`src/rtl/dmhq_pkg.sv`:
```
// dmhq_pkg: shared types and constants for the min priority queue
// no dependencies; imported by the interfaces, the cell and the top level
package dmhq_pkg;

    localparam int KEY_W        = 32;
    localparam int DEF_CAPACITY = 64;
    localparam int OCC_W        = 7;
    localparam logic [KEY_W-1:0] KEY_ONES = '1;

    // request opcode
    typedef enum logic [0:0] {
        MODE_INSERT  = 1'b0,
        MODE_EXTRACT = 1'b1
    } mode_t;

    // result status codes
    typedef enum logic [1:0] {
        ST_INSERTED  = 2'd0,
        ST_EXTRACTED = 2'd1,
        ST_FULL      = 2'd2,
        ST_EMPTY     = 2'd3
    } status_t;

    // operation broadcast along the cell row
    typedef enum logic [1:0] {
        CELL_HOLD    = 2'd0,
        CELL_INSERT  = 2'd1,
        CELL_EXTRACT = 2'd2
    } cell_op_t;

    typedef struct packed {
        cell_op_t         op;
        logic [KEY_W-1:0] key;
    } cell_cmd_t;

endpackage

```
`src/rtl/dmhq_cell.sv`:
```
// dmhq_cell: one slot of the sorted key row
// depends on dmhq_pkg; instantiated in a chain by d_ary_min_heap_queue
module dmhq_cell
    import dmhq_pkg::*;
(
    input  logic             clk,
    input  logic             rst_n,
    input  cell_cmd_t        cmd,
    input  logic [KEY_W-1:0] left_key,
    input  logic             left_keep,
    input  logic [KEY_W-1:0] right_key,
    output logic [KEY_W-1:0] key,
    output logic             keep
);

    logic [KEY_W-1:0] key_reg;
    logic [KEY_W-1:0] key_next;

    // slot stays put on insert when its key is not above the new one
    assign keep = (key_reg <= cmd.key);
    assign key  = key_reg;

    // insert shifts right from the insertion point, extract shifts left
    always_comb
    begin
        key_next = key_reg;
        case (cmd.op)
            CELL_INSERT:
            begin
                if (!keep)
                begin
                    key_next = left_keep ? cmd.key : left_key;
                end
            end
            CELL_EXTRACT:
            begin
                key_next = right_key;
            end
            default:
            begin
                key_next = key_reg;
            end
        endcase
    end

    // empty slots hold all-ones
    always_ff @(posedge clk or negedge rst_n)
    begin
        if (!rst_n)
        begin
            key_reg <= KEY_ONES;
        end
        else
        begin
            key_reg <= key_next;
        end
    end

endmodule

```
`config.mk`:
```
export PLATFORM = sky130hd
export DESIGN_NAME = dmhq_cell
export DESIGN_NICKNAME = d
export VERILOG_FILES = /design/src/rtl/dmhq_pkg.sv /design/src/rtl/dmhq_cell.sv
export SDC_FILE = /design/constraint.sdc
export NUM_CORES = 1
export LEC_CHECK = 0
export BUFFER_PORTS_ARGS = -buffer_cell sky130_fd_sc_hd__buf_4
export CAP_MARGIN = 20
export CORE_MARGIN = 8
export CORE_UTILIZATION = 48
export CTS_CLUSTER_DIAMETER = 50
export DETAILED_ROUTE_END_ITERATION = 16
export GPL_TIMING_DRIVEN = 1
export HOLD_SLACK_MARGIN = 0.05
export MAX_ROUTING_LAYER = met4
export PLACE_DENSITY_LB_ADDON = 0.3
export SLEW_MARGIN = 10
export SYNTH_ARGS = -nofsm -noshare
export SYNTH_HDL_FRONTEND = slang
export SYNTH_SLANG_ARGS = --single-unit
export TNS_END_PERCENT = 50
```
`constraint.sdc`:
```
create_clock -name clk -period 3.5 [get_ports clk]
set_clock_uncertainty 0.15 [all_clocks]
set_input_delay 0.7 -clock clk [delete_from_list [all_inputs] [get_ports clk]]
set_output_delay 0.7 -clock clk [all_outputs]
set_load 0.01 [all_outputs]
```
==> metrics.txt <==
sequential fraction of the synthesis area=29.3%; post-cts resize count=0; CP arrival=2.42 ns; Post-Syn Area=0.00287 sq mm; CTS tree=built; ratio of cells with drive above 1 in the final layout=between 40% and 50%; Post-CTS Setup Bufs=0; TritonRoute pass-1 iters=4; data required time of the critical path=approximately 2.7 ns; 1st-iter DRT viols=92; status=finished clean; # placed instances=492; Worst setup EP type=primary output; core region area=approximately 0.006 sq mm; Final Non-Filler Cells=500; Syn. warnings=0; unrepaired setup endpoints after global routing=no; CP top delay family=simple AND/OR/NAND/NOR gates; WL final=7980 um; clk slew on worst S/H paths=0.07 ns; Num CTS Buffers=5; Hold Crit Class=reg2reg; post-layout minimum cycle time=3.27 ns; fillers=497; largest net degree at the start of global routing=53; port bufs=approximately 130; H-tree Lvls=2; cells after synthesis=295; Remaining DRCs=0; Final setup viols=0; Final Cycle Share=93.5%; PwrDens=660 mW/mm^2; crit-path max FO=5; Final nets=557; vias per cell=5.24; Post-Route Setup TNS=0 ns; count of final hold-check violations=0; CTS Root Cell=clkbuf_8; syn avg cell area=9.72 sq um; Setup Crit Path Kind=in2out; routed vias=2622; Multi-input gate area=about 0.0018 sq mm; Clk Latency, worst-skew pair=0.29 ns; DR WL/cell=16.0 um; Post-DRT Antenna Nets=0; vias in the first global route=2823; fin. max-slew vios=0; Antenna diodes=0; initial antenna violation count=0; crit path launch type=input pin; clock sinks=32; Yosys cell types=32; # hold bufs at CTS=0; CP max-delay cell=or4_1; crit path cell chain=buf_4, inv_1, ha_1, nand4_1, a21oi_1, or4_1, a21oi_1, a21o_1, buf_4; IO Pins=about 130; first-pass GRT wire length=~13000 um; Peak VDD IR=0.339 mV; WHS=0.355 ns; flops & latches, synth=32; Row Count=28; Die Width=93.3 um; Buffers & Inverters on Critical Path=3; max FFs per register=32; global route overflow=0; Rel. slew slack=between 60% and 70%; Longest Clk Path Bufs=2; Area Overhead vs Synth=40.2%; die area=0.00870 sq mm; Fmax=~0.31 GHz; Least-Margin Pin Slew=0.563 ns; All-Layer GR Usage=between 10% and 20%; initial core utilization=around half; Net Count, Synth=428; Die Ht=a little over 90 um; global placer's final weighted congestion=0.769; Pleak=~0.0021 uW; Storage cell area=approximately 840 sq um; slowest stage delay, CP=0.60 ns; MaxCap Viol Count=0; DP Wirelength=6380 um
## power breakdown
| group | leakage (uW) | total [uW] | switching [uW] | internal [uW] |
|---|---|---|---|---|
| clock | 0.0000510 | 307 | 150 | 157 |
| sequential | 0.000336 | 864 | 164 | 700 |
| combinational | 0.00173 | 1480 | 629 | 853 |
## final timing paths
| kind | start | endpoint | slack [ns] | depth (start not counted) |
|---|---|---|---|---|
| worst max-delay path | cmd[15] | keep | 0.23 | 9 |
| worst min-delay path | key[0] | key[0] | 0.36 | 2 |
| worst max register to register | key[15] | key[14] | 0.67 | 8 |
| worst min register to register | key[0] | key[0] | 0.36 | 2 |
| max in group asynchronous | rst_n | key[22] | 2.67 | 1 |
| min in group asynchronous | rst_n | key[8] | 0.49 | 1 |
## stage by stage
stage	util [%]	area [sq um]	total power (uW)	setup WS [ns]
2_1_floorplan	-	2870	1770	0.510
3_3_place_gp	67.1	3930	2320	0.242
3_5_place_dp	67.1	3930	2360	0.231
4_1_cts	68.7	4020	2680	0.221
5_1_grt	68.7	4020	2860	0.116
6_report	68.7	4020	2650	0.228
## cell usage after synthesis, drive strengths merged
library cell | n | share of area [%]
a21o | 3 | 0.79
dfstp | 32 | 29
clkbuf | 9 | 1.2
nor3 | 1 | 0.17
a21oi | 15 | 2.6
ha | 32 | 14
mux2 | 31 | 16
nor2 | 4 | 0.52
buf | 5 | 1.4
nor2b | 3 | 0.65
a31oi | 2 | 0.96
or4 | 2 | 0.52
nand3 | 2 | 0.35
inv | 32 | 4.2
nand4 | 8 | 2.0
a211oi | 2 | 0.70
a2111oi | 1 | 0.31
o21a | 1 | 0.26
a221oi | 1 | 0.31
nand3b | 1 | 0.26
o21ai | 34 | 5.9
mux2i | 33 | 12
a2bb2oi | 1 | 0.31
o41a | 1 | 0.39
nand2 | 36 | 4.7
nor4 | 2 | 0.44
o211ai | 1 | 0.26
## tightest hold or removal path, stage by stage (launching register included)
cell	delay, ns
dfstp_2	0.37
inv_1	0.06
mux2i_1	0.07
## cells by family (layout without fill, tap and decap cells)
group	after synthesis	count (layout)	synth area share, %
flip-flops	32	32	29.3
buffers and inverters	46	176	6.81
AND/OR/NAND/NOR	59	59	9.60
adder cells (fa/ha/maj)	32	32	14.0
AO/OA/AOI/OAI	62	62	12.8
multiplexers	64	64	27.5
## cell type report
| class | count | area share, % |
|---|---|---|
| clock buffer | 6 | 2.05 |
| clock inverter | 2 | 0.249 |
| inverter | 32 | 2.99 |
| multi-input combinational | 217 | 45.8 |
| sequential | 32 | 20.9 |
| tap | 75 | 2.33 |
| timing repair buffer | 136 | 25.7 |
## metal layers
layer / GRT usage [%] / share of wire [%] / up-vias
met3: 4.73 / 6.5 / 17
met4: 6.04 / 1.8 / 0
met5: - / 0 / -
met1: 22.3 / 42 / 1205
met2: 31.8 / 50 / 97
li1: - / - / 1303
## placed cells by master, fill, tap and decap left out
cell	count
buf_4	135
nand2_1	36
o21ai_0	34
mux2i_1	33
inv_1	32
ha_1	32
dfstp_2	32
mux2_4	29
a21oi_1	15
nand4_1	7
clkbuf_8	6
nor2_1	4
a21o_1	3
nor4_1	2
nand3_1	2
nor2b_1	2
or4_1	2
mux2_2	2
clkinv_2	2
nand4_2	1
a211oi_1	1
o211ai_1	1
a2111oi_0	1
o21a_1	1
a2bb2oi_1	1
nor3_1	1
a221oi_1	1
nand3b_1	1
nor2b_4	1
o41a_1	1
a211oi_2	1
a31oi_1	1
a31oi_4	1
buf_12	1
Note: power is estimated with default switching activity, not from simulation.
